## src/hw/rtl/daily_temperature_statistics_top_assert.svh

```systemverilog
// Assertion macros shared by the daily temperature statistics RTL.
`ifndef DAILY_TEMPERATURE_STATISTICS_TOP_ASSERT_SVH
`define DAILY_TEMPERATURE_STATISTICS_TOP_ASSERT_SVH
`ifndef SYNTHESIS
`define DTS_ASSERT(label, clk, rst, prop, msg) \
  label: assert property (@(posedge clk) disable iff (rst) prop) else $error(msg);
`define DTS_ASSERT_ALWAYS(label, clk, prop, msg) \
  label: assert property (@(posedge clk) prop) else $error(msg);
`else
`define DTS_ASSERT(label, clk, rst, prop, msg)
`define DTS_ASSERT_ALWAYS(label, clk, prop, msg)
`endif
`endif

```

## src/hw/rtl/dts_pkg.sv

```systemverilog
// Types, codes and helper functions of the daily temperature statistics block.
package dts_pkg;

  localparam int DTS_DAY_SLOTS = 7;
  localparam int DIV_STEPS = 40;
  localparam logic [15:0] COUNT_MAX = 16'hFFFF;

  typedef enum logic [1:0] {
    OP_SAMPLE  = 2'd0,
    OP_ADVANCE = 2'd1,
    OP_RESTART = 2'd2,
    OP_QUERY   = 2'd3
  } op_t;

  typedef enum logic [1:0] {
    ST_EMPTY = 2'd0,
    ST_REC   = 2'd1,
    ST_DONE  = 2'd2
  } slot_status_t;

  typedef struct packed {
    logic [1:0]         operation;
    logic signed [15:0] temperature;
    logic [4:0]         hour;
    logic [5:0]         minute;
    logic [4:0]         day;
    logic [3:0]         month;
    logic [2:0]         query_slot;
  } request_t;

  typedef struct packed {
    logic [1:0]         slot_state;
    logic               has_samples;
    logic [4:0]         out_day;
    logic [3:0]         out_month;
    logic signed [15:0] min_temperature;
    logic [10:0]        min_minute_of_day;
    logic signed [15:0] avg_temperature;
    logic signed [15:0] max_temperature;
    logic [10:0]        max_minute_of_day;
    logic [2:0]         current_slot;
  } result_t;

  typedef struct packed {
    logic [1:0]         status;
    logic [4:0]         day;
    logic [3:0]         month;
    logic signed [15:0] min_temp;
    logic [10:0]        min_time;
    logic signed [15:0] max_temp;
    logic [10:0]        max_time;
    logic signed [39:0] sum;
    logic [15:0]        count;
  } slot_entry_t;

  typedef struct packed {
    logic rd;
    logic wr;
    logic clear_all;
  } mem_ctl_t;

  function automatic slot_entry_t clear_entry(input logic [1:0] status);
    slot_entry_t e;
    e = '0;
    e.status = status;
    return e;
  endfunction

  function automatic result_t make_result(input slot_entry_t e, input logic [15:0] avg,
                                          input logic [2:0] cur);
    result_t r;
    r.slot_state        = e.status;
    r.has_samples       = (e.count != 16'd0);
    r.out_day           = e.day;
    r.out_month         = e.month;
    r.min_temperature   = e.min_temp;
    r.min_minute_of_day = e.min_time;
    r.avg_temperature   = avg;
    r.max_temperature   = e.max_temp;
    r.max_minute_of_day = e.max_time;
    r.current_slot      = cur;
    return r;
  endfunction

endpackage

```

## src/hw/rtl/dts_slot_mem.sv

```systemverilog
// Slot memory with one write and one registered read port and per-entry valid bits.
module dts_slot_mem #(
  parameter int DEPTH = dts_pkg::DTS_DAY_SLOTS,
  parameter int AW = $clog2(DEPTH)
) (
  input  logic                clk,
  input  logic                rst,
  input  dts_pkg::mem_ctl_t   ctl,
  input  logic [AW-1:0]       wr_addr,
  input  dts_pkg::slot_entry_t wr_data,
  input  logic [AW-1:0]       rd_addr,
  output dts_pkg::slot_entry_t rd_data
);
  import dts_pkg::*;
  `include "daily_temperature_statistics_top_assert.svh"

  slot_entry_t mem [DEPTH];
  logic [DEPTH-1:0] valid;
  slot_entry_t rd_q;
  logic rd_vld;
  logic rd_first;

  always_ff @(posedge clk) begin
    if (ctl.wr) begin
      mem[wr_addr] <= wr_data;
    end
    if (ctl.rd) begin
      rd_q     <= mem[rd_addr];
      rd_vld   <= valid[rd_addr];
      rd_first <= (rd_addr == '0);
    end
  end

  always_ff @(posedge clk) begin
    if (rst || ctl.clear_all) begin
      valid <= '0;
    end else if (ctl.wr) begin
      valid[wr_addr] <= 1'b1;
    end
  end

  // An entry never written since reset or restart reads as a cleared slot;
  // slot zero is the one being recorded after a restart.
  assign rd_data = rd_vld ? rd_q : clear_entry(rd_first ? ST_REC : ST_EMPTY);

  `DTS_ASSERT(a_no_wr_on_clear, clk, rst, (ctl.wr |-> !ctl.clear_all), "write during clear")
  `DTS_ASSERT(a_no_rd_wr_overlap, clk, rst, (!(ctl.rd && ctl.wr)), "read and write overlap")
  `DTS_ASSERT(a_wr_in_range, clk, rst, (ctl.wr |-> 32'(wr_addr) < DEPTH), "write out of range")
endmodule

```

## src/hw/rtl/dts_div.sv

```systemverilog
// Sequential signed division of the slot sum by the sample count, one bit per cycle.
module dts_div (
  input  logic               clk,
  input  logic               rst,
  input  logic               start,
  input  logic signed [39:0] dividend,
  input  logic [15:0]        divisor,
  output logic               busy,
  output logic               done,
  output logic [15:0]        quotient
);
  import dts_pkg::*;
  `include "daily_temperature_statistics_top_assert.svh"

  localparam int CW = $clog2(DIV_STEPS + 1);

  logic [39:0] acc;
  logic [15:0] rem;
  logic [15:0] dsr;
  logic        neg;
  logic [CW-1:0] cnt;
  logic [16:0] rem_sh;
  logic [16:0] diff;
  logic        ge;

  assign rem_sh = {rem, acc[39]};
  assign diff   = rem_sh - {1'b0, dsr};
  assign ge     = (rem_sh >= {1'b0, dsr});

  always_ff @(posedge clk) begin
    if (start) begin
      neg <= dividend[39];
      acc <= dividend[39] ? 40'(-dividend) : dividend;
      rem <= '0;
      dsr <= divisor;
    end else if (busy) begin
      rem <= ge ? diff[15:0] : rem_sh[15:0];
      acc <= {acc[38:0], ge};
    end
  end

  always_ff @(posedge clk) begin
    if (rst) begin
      busy <= 1'b0;
      done <= 1'b0;
      cnt  <= '0;
    end else begin
      done <= 1'b0;
      if (start) begin
        busy <= 1'b1;
        cnt  <= CW'(DIV_STEPS);
      end else if (busy) begin
        cnt <= cnt - 1'b1;
        if (cnt == CW'(1)) begin
          busy <= 1'b0;
          done <= 1'b1;
        end
      end
    end
  end

  assign quotient = neg ? 16'(-acc[15:0]) : acc[15:0];

  `DTS_ASSERT(a_start_busy, clk, rst, (start |=> busy), "divider did not start")
  `DTS_ASSERT(a_done_idle, clk, rst, (done |-> !busy), "done while busy")
  `DTS_ASSERT(a_cnt_range, clk, rst, (32'(cnt) <= DIV_STEPS), "step count out of range")
endmodule

```

## src/hw/rtl/daily_temperature_statistics_top.sv

```systemverilog
// Top level of the daily temperature statistics block: request sequencer and result register.
// A sample, or a query of a slot that holds samples, reads its slot, then starts the 40-step
// divider that forms the average and strobes its result when the divider is done. A query of
// an empty or missing slot strobes after the slot read, an advance after the read and the
// clearing of the new slot, a restart from idle; busy is low again in the strobe cycle.
// Reset clears all slot valid bits at once: every slot reads cleared, slot 0 is recording.
module daily_temperature_statistics_top #(
  parameter int DAY_SLOTS = dts_pkg::DTS_DAY_SLOTS
) (
  input  logic              clk,
  input  logic              rst,
  input  logic              start,
  input  dts_pkg::request_t request,
  output logic              busy,
  output logic              done,
  output dts_pkg::result_t  result
);
  import dts_pkg::*;
  `include "daily_temperature_statistics_top_assert.svh"

  localparam int SLOT_W = $clog2(DAY_SLOTS);

  typedef enum logic [3:0] {
    S_IDLE = 4'b0001,
    S_READ = 4'b0010,
    S_ADV  = 4'b0100,
    S_DIV  = 4'b1000
  } state_t;

  state_t        state;
  request_t      req;
  logic [SLOT_W-1:0] active;
  slot_entry_t   ent;

  mem_ctl_t          mem_ctl;
  logic [SLOT_W-1:0] wr_addr;
  logic [SLOT_W-1:0] rd_addr;
  slot_entry_t       wr_data;
  slot_entry_t       rd_data;
  slot_entry_t       upd;

  logic              accept;
  logic              in_qvalid;
  logic              req_qvalid;
  logic [SLOT_W-1:0] active_next;
  logic [10:0]       tod;
  logic              div_start;
  logic signed [39:0] div_dividend;
  logic [15:0]       div_divisor;
  logic              div_busy;
  logic              div_done;
  logic [15:0]       div_quot;

  function automatic logic [10:0] request_hour_mul(input logic [4:0] h);
    return 11'(h) * 11'd60;
  endfunction

  assign busy   = (state != S_IDLE);
  assign accept = start && !busy;

  assign in_qvalid  = (32'(request.query_slot) < 32'(DAY_SLOTS));
  assign req_qvalid = (32'(req.query_slot) < 32'(DAY_SLOTS));
  assign active_next = (active == SLOT_W'(DAY_SLOTS - 1)) ? '0 : active + 1'b1;

  assign tod = 11'(request_hour_mul(req.hour)) + 11'(req.minute);

  always_comb begin
    upd       = rd_data;
    upd.day   = req.day;
    upd.month = req.month;
    if (rd_data.count == 16'd0 || req.temperature <= rd_data.min_temp) begin
      upd.min_temp = req.temperature;
      upd.min_time = tod;
    end
    if (rd_data.count == 16'd0 || req.temperature >= rd_data.max_temp) begin
      upd.max_temp = req.temperature;
      upd.max_time = tod;
    end
    if (rd_data.count != COUNT_MAX) begin
      upd.sum   = rd_data.sum + 40'(req.temperature);
      upd.count = rd_data.count + 16'd1;
    end
  end

  always_comb begin
    mem_ctl   = '0;
    rd_addr   = active;
    wr_addr   = active;
    wr_data   = upd;
    div_start = 1'b0;
    div_dividend = upd.sum;
    div_divisor  = upd.count;
    if (state == S_IDLE && accept) begin
      mem_ctl.clear_all = (request.operation == OP_RESTART);
      mem_ctl.rd        = (request.operation != OP_RESTART);
      if (request.operation == OP_QUERY) begin
        rd_addr = in_qvalid ? SLOT_W'(request.query_slot) : '0;
      end
    end
    if (state == S_READ) begin
      if (req.operation == OP_SAMPLE) begin
        mem_ctl.wr = 1'b1;
        div_start  = 1'b1;
      end else if (req.operation == OP_ADVANCE) begin
        mem_ctl.wr     = 1'b1;
        wr_data        = rd_data;
        wr_data.status = ST_DONE;
      end else if (req.operation == OP_QUERY) begin
        div_start    = req_qvalid && (rd_data.count != 16'd0);
        div_dividend = rd_data.sum;
        div_divisor  = rd_data.count;
      end
    end
    if (state == S_ADV) begin
      mem_ctl.wr = 1'b1;
      wr_data    = clear_entry(ST_REC);
    end
  end

  always_ff @(posedge clk) begin
    if (rst) begin
      state  <= S_IDLE;
      active <= '0;
      done   <= 1'b0;
    end else begin
      done <= 1'b0;
      unique case (state)
        S_IDLE: begin
          if (accept) begin
            req <= request;
            if (request.operation == OP_RESTART) begin
              active <= '0;
              result <= make_result(clear_entry(ST_REC), 16'd0, 3'd0);
              done   <= 1'b1;
            end else begin
              state <= S_READ;
            end
          end
        end
        S_READ: begin
          unique case (req.operation)
            OP_SAMPLE: begin
              ent   <= upd;
              state <= S_DIV;
            end
            OP_ADVANCE: begin
              active <= active_next;
              state  <= S_ADV;
            end
            OP_QUERY: begin
              ent <= rd_data;
              if (!req_qvalid) begin
                result <= make_result(clear_entry(ST_EMPTY), 16'd0, 3'(active));
                done   <= 1'b1;
                state  <= S_IDLE;
              end else if (rd_data.count == 16'd0) begin
                result <= make_result(rd_data, 16'd0, 3'(active));
                done   <= 1'b1;
                state  <= S_IDLE;
              end else begin
                state <= S_DIV;
              end
            end
            default: begin
              state <= S_IDLE;
            end
          endcase
        end
        S_ADV: begin
          result <= make_result(clear_entry(ST_REC), 16'd0, 3'(active));
          done   <= 1'b1;
          state  <= S_IDLE;
        end
        S_DIV: begin
          if (div_done) begin
            result <= make_result(ent, div_quot, 3'(active));
            done   <= 1'b1;
            state  <= S_IDLE;
          end
        end
        default: begin
          state <= S_IDLE;
        end
      endcase
    end
  end

  dts_slot_mem #(
    .DEPTH(DAY_SLOTS),
    .AW   (SLOT_W)
  ) u_mem (
    .clk    (clk),
    .rst    (rst),
    .ctl    (mem_ctl),
    .wr_addr(wr_addr),
    .wr_data(wr_data),
    .rd_addr(rd_addr),
    .rd_data(rd_data)
  );

  dts_div u_div (
    .clk     (clk),
    .rst     (rst),
    .start   (div_start),
    .dividend(div_dividend),
    .divisor (div_divisor),
    .busy    (div_busy),
    .done    (div_done),
    .quotient(div_quot)
  );

  `DTS_ASSERT(a_done_in_idle, clk, rst, (done |-> state == S_IDLE), "strobe outside idle")
  `DTS_ASSERT(a_active_range, clk, rst, (32'(active) < DAY_SLOTS), "active slot out of range")
  `DTS_ASSERT(a_div_while_wait, clk, rst, ((state == S_DIV && !div_done) |-> div_busy),
              "waiting on idle divider")
  `DTS_ASSERT(a_take_busy, clk, rst,
              ((accept && request.operation != OP_RESTART) |=> busy), "request not taken")
endmodule
```

## config.mk

```make
export PLATFORM = sky130hd
export DESIGN_NAME = daily_temperature_statistics_top
export DESIGN_NICKNAME = d
export VERILOG_FILES = /design/src/hw/rtl/dts_pkg.sv /design/src/hw/rtl/dts_slot_mem.sv /design/src/hw/rtl/dts_div.sv /design/src/hw/rtl/daily_temperature_statistics_top.sv
export VERILOG_INCLUDE_DIRS = /design/src /design/src/hw/rtl
export SDC_FILE = /design/constraint.sdc
export NUM_CORES = 2
export LEC_CHECK = 0
export BUFFER_PORTS_ARGS = -buffer_cell sky130_fd_sc_hd__buf_2
export CAP_MARGIN = 20
export CORE_MARGIN = 1.5
export CORE_UTILIZATION = 68
export CTS_CLUSTER_SIZE = 30
export DETAILED_ROUTE_END_ITERATION = 16
export PLACE_DENSITY_LB_ADDON = 0.25
export SKIP_CTS_REPAIR_TIMING = 1
export SYNTH_ARGS = -nofsm -noshare
export SYNTH_HDL_FRONTEND = slang
export SYNTH_SLANG_ARGS = --single-unit
```

## constraint.sdc

```tcl
create_clock -name clk -period 33.6 [get_ports clk]
set_input_delay 1.68 -clock clk [delete_from_list [all_inputs] [get_ports clk]]
set_output_delay 1.68 -clock clk [all_outputs]
set_load 0.01 [all_outputs]
```

# Word-level counts from Yosys, hierarchy flattened
# Memory sizes are Yosys's and may differ from the RTL's. A register that Yosys moved wholly into a read port is not among the register bits.
# Cells that the tools add are included.
# classes
shift	0
multipliers	1
n_div	0
mux	74
n_reduce_logical	24
order_cmp	8
n_addsub	8
n_eq_ne	20
n_bitwise	3
# ops
cell	n
121-bit two-way mux	5
85-bit two-way mux	6
85-bit case mux with 4 select lines	1
40-bit two-way mux	7
121-bit case mux with 2 select lines	1
16-bit two-way mux	6
56-bit two-way mux	1
27-bit two-way mux	2
40-bit by 16-bit adder with 40-bit output	1
40-bit negator	1
16-bit nonzero test	2
1-bit two-way mux	25
4-bit case mux with 3 select lines	2
3-bit two-way mux	7
4-bit two-way mux	5
17-bit by 16-bit greater-or-equal comparator with 1-bit output	1
16-bit by 1-bit adder with 16-bit output, second input constant	1
16-bit greater-or-equal comparator	1
16-bit <= comparator	1
16-bit zero test	1
16-bit != test, second input constant	1
16-bit negator	1
16-bit subtractor	1
6-bit two-way mux	2
other kinds (37)	56
# word_totals
output_inout_bits	87
word_cells	178
mem_bits_ro	0
inputBits	44
mem_count	1
latch_bits	0
ramBits	847
ff_bits	305
# mem_list
memory	depth	width	read_ports	rd_ports_with_merged_regs	wr	line	rtl
u_mem.mem	7	121	1	1	1	dts_slot_mem.sv:17	slot_entry_t mem [DEPTH];

# Longest topological paths before layout
# depth
word_depth	11
mapped_depth	27
mapped_depth_nobuf	16

# Hierarchy
# From an unflattened synthesis, not the netlist that was laid out.
# hier_totals
hier_cells	4084
hier_area_um2	57398.8
# by_module_without_submodules
mod	cells_each	area_each_um2	instances	seq_area_each_um2
dts_slot_mem	1974	37412.1	1	29268.1
daily_temperature_statistics_top	1546	14762.9	1	6376.1
dts_div	564	5223.8	1	2192.1

# Least setup slack after synthesis
# No wires, ideal clock.
# synth_timing
path_type	flip-flop to flip-flop
startpoint	reg u_mem.rd_vld
endpoint	reg result[0] (netlist name), enable pin
path_stages_with_launch	15
setup_time_ns	0.980
period_less_slack_ns	16.847
arrival_ns	15.868
required_ns	32.620
n_path_buf	8
path_slack_ns	16.753
path_cell_list	edfxtp_1 -> buf_4 -> buf_2 -> clkbuf_1 -> clkbuf_1 -> clkbuf_1 -> clkbuf_1 -> clkbuf_1 -> clkbuf_1 -> nand2_1 -> ha_1 -> a21boi_0 -> nor2b_1 -> nand2b_1 -> a2111oi_0
# synth_via
elab_chain_cells	4
# synth_lines
element	line	rtl
start: declaration	dts_slot_mem.sv:20	logic rd_vld;
start signal: assignment	dts_slot_mem.sv:29	rd_vld <= valid[rd_addr];
121-bit two-way mux	dts_slot_mem.sv:44	assign rd_data = rd_vld ? rd_q : clear_entry(rd_first ? ST_REC : ST_EMPTY);
16-bit zero test	daily_temperature_statistics_top.sv:156	end else if (rd_data.count == 16'd0) begin
3-bit != test (no source line)	--	
7-bit AND reduction (no source line)	--	
end signal: assignment	daily_temperature_statistics_top.sv:153	result <= make_result(clear_entry(ST_EMPTY), 16'd0, 3'(active));
end signal: assignment	daily_temperature_statistics_top.sv:157	result <= make_result(rd_data, 16'd0, 3'(active));
end signal: assignment	daily_temperature_statistics_top.sv:170	result <= make_result(clear_entry(ST_REC), 16'd0, 3'(active));
end: declaration	daily_temperature_statistics_top.sv:16	output dts_pkg::result_t result
# No other way between the ends.
# A chain may end at the register's enable or synchronous reset.

# Final worst setup path
# layout_timing
startpoint	reg u_mem.rd_vld
endpoint	reg u_div.acc[32], data pin
# layout_via
elab_chain_cells	10
word_cells_on_any_way	17
classes_between	2 x add/sub; 1 x eq/ne; 12 x mux; 2 x reduce/logical
# layout_lines
element	line	rtl
121-bit two-way mux (*)	dts_slot_mem.sv:44	
40-bit by 16-bit adder with 40-bit output or 16-bit != test (tied branches)	daily_temperature_statistics_top.sv:80, daily_temperature_statistics_top.sv:79	
56-bit two-way mux	daily_temperature_statistics_top.sv:79	if (rd_data.count != COUNT_MAX) begin
40-bit two-way mux	daily_temperature_statistics_top.sv:108	end else if (req.operation == OP_QUERY) begin
40-bit two-way mux	daily_temperature_statistics_top.sv:104	end else if (req.operation == OP_ADVANCE) begin
40-bit two-way mux	daily_temperature_statistics_top.sv:101	if (req.operation == OP_SAMPLE) begin
40-bit two-way mux	daily_temperature_statistics_top.sv:100	if (state == S_READ) begin
40-bit negator	dts_div.sv:33	acc <= dividend[39] ? 40'(-dividend) : dividend;
40-bit two-way mux	dts_div.sv:33	
40-bit two-way mux (*)	dts_div.sv:31	if (start) begin
end signal: assignment	dts_div.sv:33	
end signal: assignment	dts_div.sv:38	acc <= {acc[38:0], ge};
end: declaration	dts_div.sv:17	logic [39:0] acc;
# Every way passes the cells marked *; elsewhere a longest branch is shown, timed or not.

==> flow_summary_export.csv <==
group,metric,value,unit
run_status,status,"complete, no violations",
drt,drt-vias-per-instance,6.65,
placed_design,placed_cell_area,58900,um^2
floorplan,rows,106,
setup_path,cp.buffers_inverters,3,
cts,ctsHtreeMaxLevel,3,
yosys,yosys.area.top_type,"edfxtp_1",
yosys,syn_area,57300,um^2
grt,antenna_found_initial,1,
grt,grt_pass1_wl,216,mm
timing,min_period,6400,ps
cts,cts_tree,"built",
pwr,p_int,2.66,mW
cts,cts_sinks,1273,
timing,max_freq,156,MHz
timing,fin_tns_setup,0,ps
setup_path,critPathRequiredTime,34010,ps
cells_and_area,stdcell_count,5697,
grt,grt_max_degree,204,
drt,drc,0,
cells_and_area,fin_area,62800,um^2
timing,worst_pin_slew,1200,ps
yosys,yosysTopAreaCellShare,0.647,
yosys,yosysWarningCount,0,
pwr,power_switching,0.859,mW
floorplan,io_pins,131,
grt,grt-ovfl-total,0,
pwr,peakVddDrop,58.2,uV
placed_design,place_ws,26830,ps
cts,cts_max_path_buffers,3,
pwr,clkPwrFrac,0.378,
yosys,synth_area_per_cell,12.8,um^2
floorplan,start_util,0.686,
cells_and_area,area.growth.synth_to_final,9.67,%
timing,hold_viol_final,0,
pwr,power_leakage,22.2,nW
pwr,p_seq_frac,0.518,
setup_path,crit_path_max_fanout,53,
setup_path,endpoint_kind,"flop",
cells_and_area,diodes,0,
cells_and_area,nets,4670,
timing,fin_crit_sh,0.191,
setup_path,crit_slowest_cell,"nor4_2",
floorplan,fp.dieH,293,um
yosys,yosysMostFrequentCell,"edfxtp_1",
yosys,synth_seq_area_share,0.660,
placed_design,post-place-cells,5467,
placed_design,gp_congestion,0.955,
setup_path,cp_data_arrival_time,6810,ps
placed_design,port_buffers,130,
pwr,p_sw_frac,0.244,
drt,dr.pass1.iters,6,
cts,clock_latency,760,ps
drt,vias,37900,
drt,post_drt_wl_per_cell,24.9,um
timing,slew_headroom,0.200,
setup_path,rr_worst_depth,16,
pwr,power_frac_comb,0.105,
cts,cts_made_buffers,119,
setup_path,worstSetupPathType,"reg2reg",
cts,cts.clk_slew.worst_paths,60,ps
worst_hold_path,min_path_cells,1,
timing,rsz0062_at_grt,"false",
yosys,synth_edf_count,1234,
setup_path,critPathTopFamily,"simple AND/OR/NAND/NOR gates",
drt,ant_nets,0,
setup_path,max_stage_delay,880,ps
floorplan,die_w,293,um
yosys,synth.distinct_cells,97,
timing,finClkSkew,93.3,ps
pwr,power.density,56.1,nW/um^2
grt,track_usage,0.332,
yosys,synth_ff_type,"edfxtp_1",
worst_hold_path,hold_path.class,"reg2reg",
timing,setup_viol,0,
cts,root_buffer,"clkbuf_16",
drt,initialDrtViolationCount,4761,
yosys,synthTopCellsByArea,"edfxtp_1, nand2_1, mux4_2",
yosys,syn_nets,4628,
setup_path,startpoint_type,"flop",
timing,finalMaxSlewViolations,0,
cells_and_area,fillers,5080,
floorplan,die_area,86000,um^2
cells_and_area,final_layout_size_suffix_gt1_frac,0.120,
yosys,synthCells,4469,
yosys,synthArstFlopShare,0,
setup_path,path_depth,16,
grt,grt_pass1_vias,36900,
yosys,ys_seq_elements,1273,
run,cap_violations,0,
setup_path,path_cells,"buf_4 > nand2_1 > inv_1 > ha_1 > nand4_1 > nor4_2 > a21o_2 > buf_4 > mux2i_1 > ha_1 > nand3_1 > nor4_2 > nand4_2 > o31ai_1 > xor2_1 > o21ai_1",
drt,finalWirelength,142,mm
placed_design,place_hpwl,80.4,mm
yosys,yosys-top-cells-count,"edfxtp_1, nand2_1, o21ai_0",
floorplan,core_area,83600,um^2
timing,layout_setup_ws,27200,ps
cell usage in the layout, fill, tap and decap left out, types with 11 or more instances in the layout:
cell | synthesis | routed
edfxtp_1 | 1234 | 1234
nand2_1 | 762 | 760
o21ai_0 | 482 | 482
nor2_1 | 234 | 222
nand3_1 | 211 | 211
a21oi_1 | 204 | 203
buf_2 | 11 | 130
mux4_2 | 122 | 122
clkbuf_16 | 0 | 119
ha_1 | 106 | 105
xnor2_1 | 99 | 99
inv_1 | 88 | 88
xor2_1 | 54 | 54
buf_4 | 9 | 51
and2_1 | 41 | 41
dfxtp_1 | 39 | 39
clkinv_1 | 1 | 37
nand4_1 | 35 | 35
mux2i_1 | 34 | 31
or3_1 | 27 | 27
nor3_1 | 28 | 25
a211oi_1 | 24 | 24
clkbuf_1 | 223 | 24
o21a_1 | 23 | 23
a31oi_1 | 23 | 23
o21ai_1 | 23 | 23
nor2b_1 | 21 | 21
a21o_1 | 20 | 20
clkinv_2 | 0 | 20
nand2b_1 | 18 | 18
nor4_1 | 14 | 14
o21bai_1 | 14 | 14
mux2_2 | 15 | 14
o31ai_1 | 13 | 13
a21boi_0 | 14 | 13
and3_1 | 11 | 11
nor2_4 | 0 | 11
stage by stage:
stage	util	hold slack (ps)	total power, mW
4_1_cts	0.751	471	3.52
2_1_floorplan	-	435	2.11
5_1_grt	0.752	475	3.63
3_3_place_gp	0.705	440	2.20
3_5_place_dp	0.705	454	2.21
6_report	0.752	465	3.52
path summary, 6_finish.rpt:
kind	from	end	slack, ps
worst max-delay path	u_mem.rd_vld	u_div.acc[32]	27200
worst min-delay path	u_mem.valid[5]	u_mem.valid[5]	470
worst max register to register	u_mem.rd_vld	u_div.acc[32]	27200
worst min register to register	u_mem.valid[5]	u_mem.valid[5]	470
flip-flops by register name (all words and copies together), names as in the netlist:
name,cells
u_div.acc,40
u_div.done,1
done,1
u_mem.rd_vld,1
u_mem.mem,847
u_mem.rd_q,121
u_mem.rd_first,1
u_div.dsr,16
active,3
u_div.busy,1
state,4
ent,81
result,85
u_div.cnt,6
u_div.rem,16
u_div.neg,1
req,41
u_mem.valid,7
worst reg2reg max path, stage by stage, from the launching register on:
cell	delay, ps
edfxtp_1	320
buf_4	470
nand2_1	260
inv_1	190
ha_1	230
nand4_1	120
nor4_2	580
a21o_2	240
buf_4	490
mux2i_1	760
ha_1	360
nand3_1	270
nor4_2	880
nand4_2	350
o31ai_1	330
xor2_1	180
o21ai_1	70
layout make-up:
cell class                 count  area (um^2)  share of cell area
sequential                  1273        37800               0.602
multi-input combinational   2836        18200               0.290
clock buffer                 145         3100              0.0493
tap                         1080         1350              0.0215
timing repair buffer         191         1220              0.0195
clock inverter                82          786              0.0125
inverter                      90          338             0.00538
cells by family (layout without fill, tap and decap cells):
logic type,after synthesis,in the layout,share of synthesized area
and+or+nand+nor,1458,1458,0.113
DFF,1273,1273,0.660
AOI/OAI and AO/OA,939,939,0.0950
buffers and inverters,360,508,0.0252
muxes,171,171,0.0568
xor gates and xnor gates,153,153,0.0234
adders and majority gates,115,115,0.0263
routing by layer:
layer / vias to the layer above / part of all wire / GRT usage / routed length, um
met1: 18600 / 0.38 / 0.451 / 53300
met4: 0 / 0.042 / 0.146 / 5900
met5: - / 0 / 0 / 0
met3: 377 / 0.095 / 0.0458 / 13500
met2: 2230 / 0.49 / 0.546 / 69300
li1: 16700 / - / - / -
power by group through the flow:
| stage | sequential (mW) | combinational [mW] | clock, mW |
|---|---|---|---|
| 4_1_cts | 1.82 | 0.362 | 1.34 |
| 6_report | 1.82 | 0.368 | 1.33 |
| 3_5_place_dp | 1.86 | 0.358 | 0 |
| 5_1_grt | 1.83 | 0.403 | 1.40 |
| 3_3_place_gp | 1.86 | 0.346 | 0 |
| 2_1_floorplan | 1.85 | 0.260 | 0 |
(Power assumes the default switching activity.)
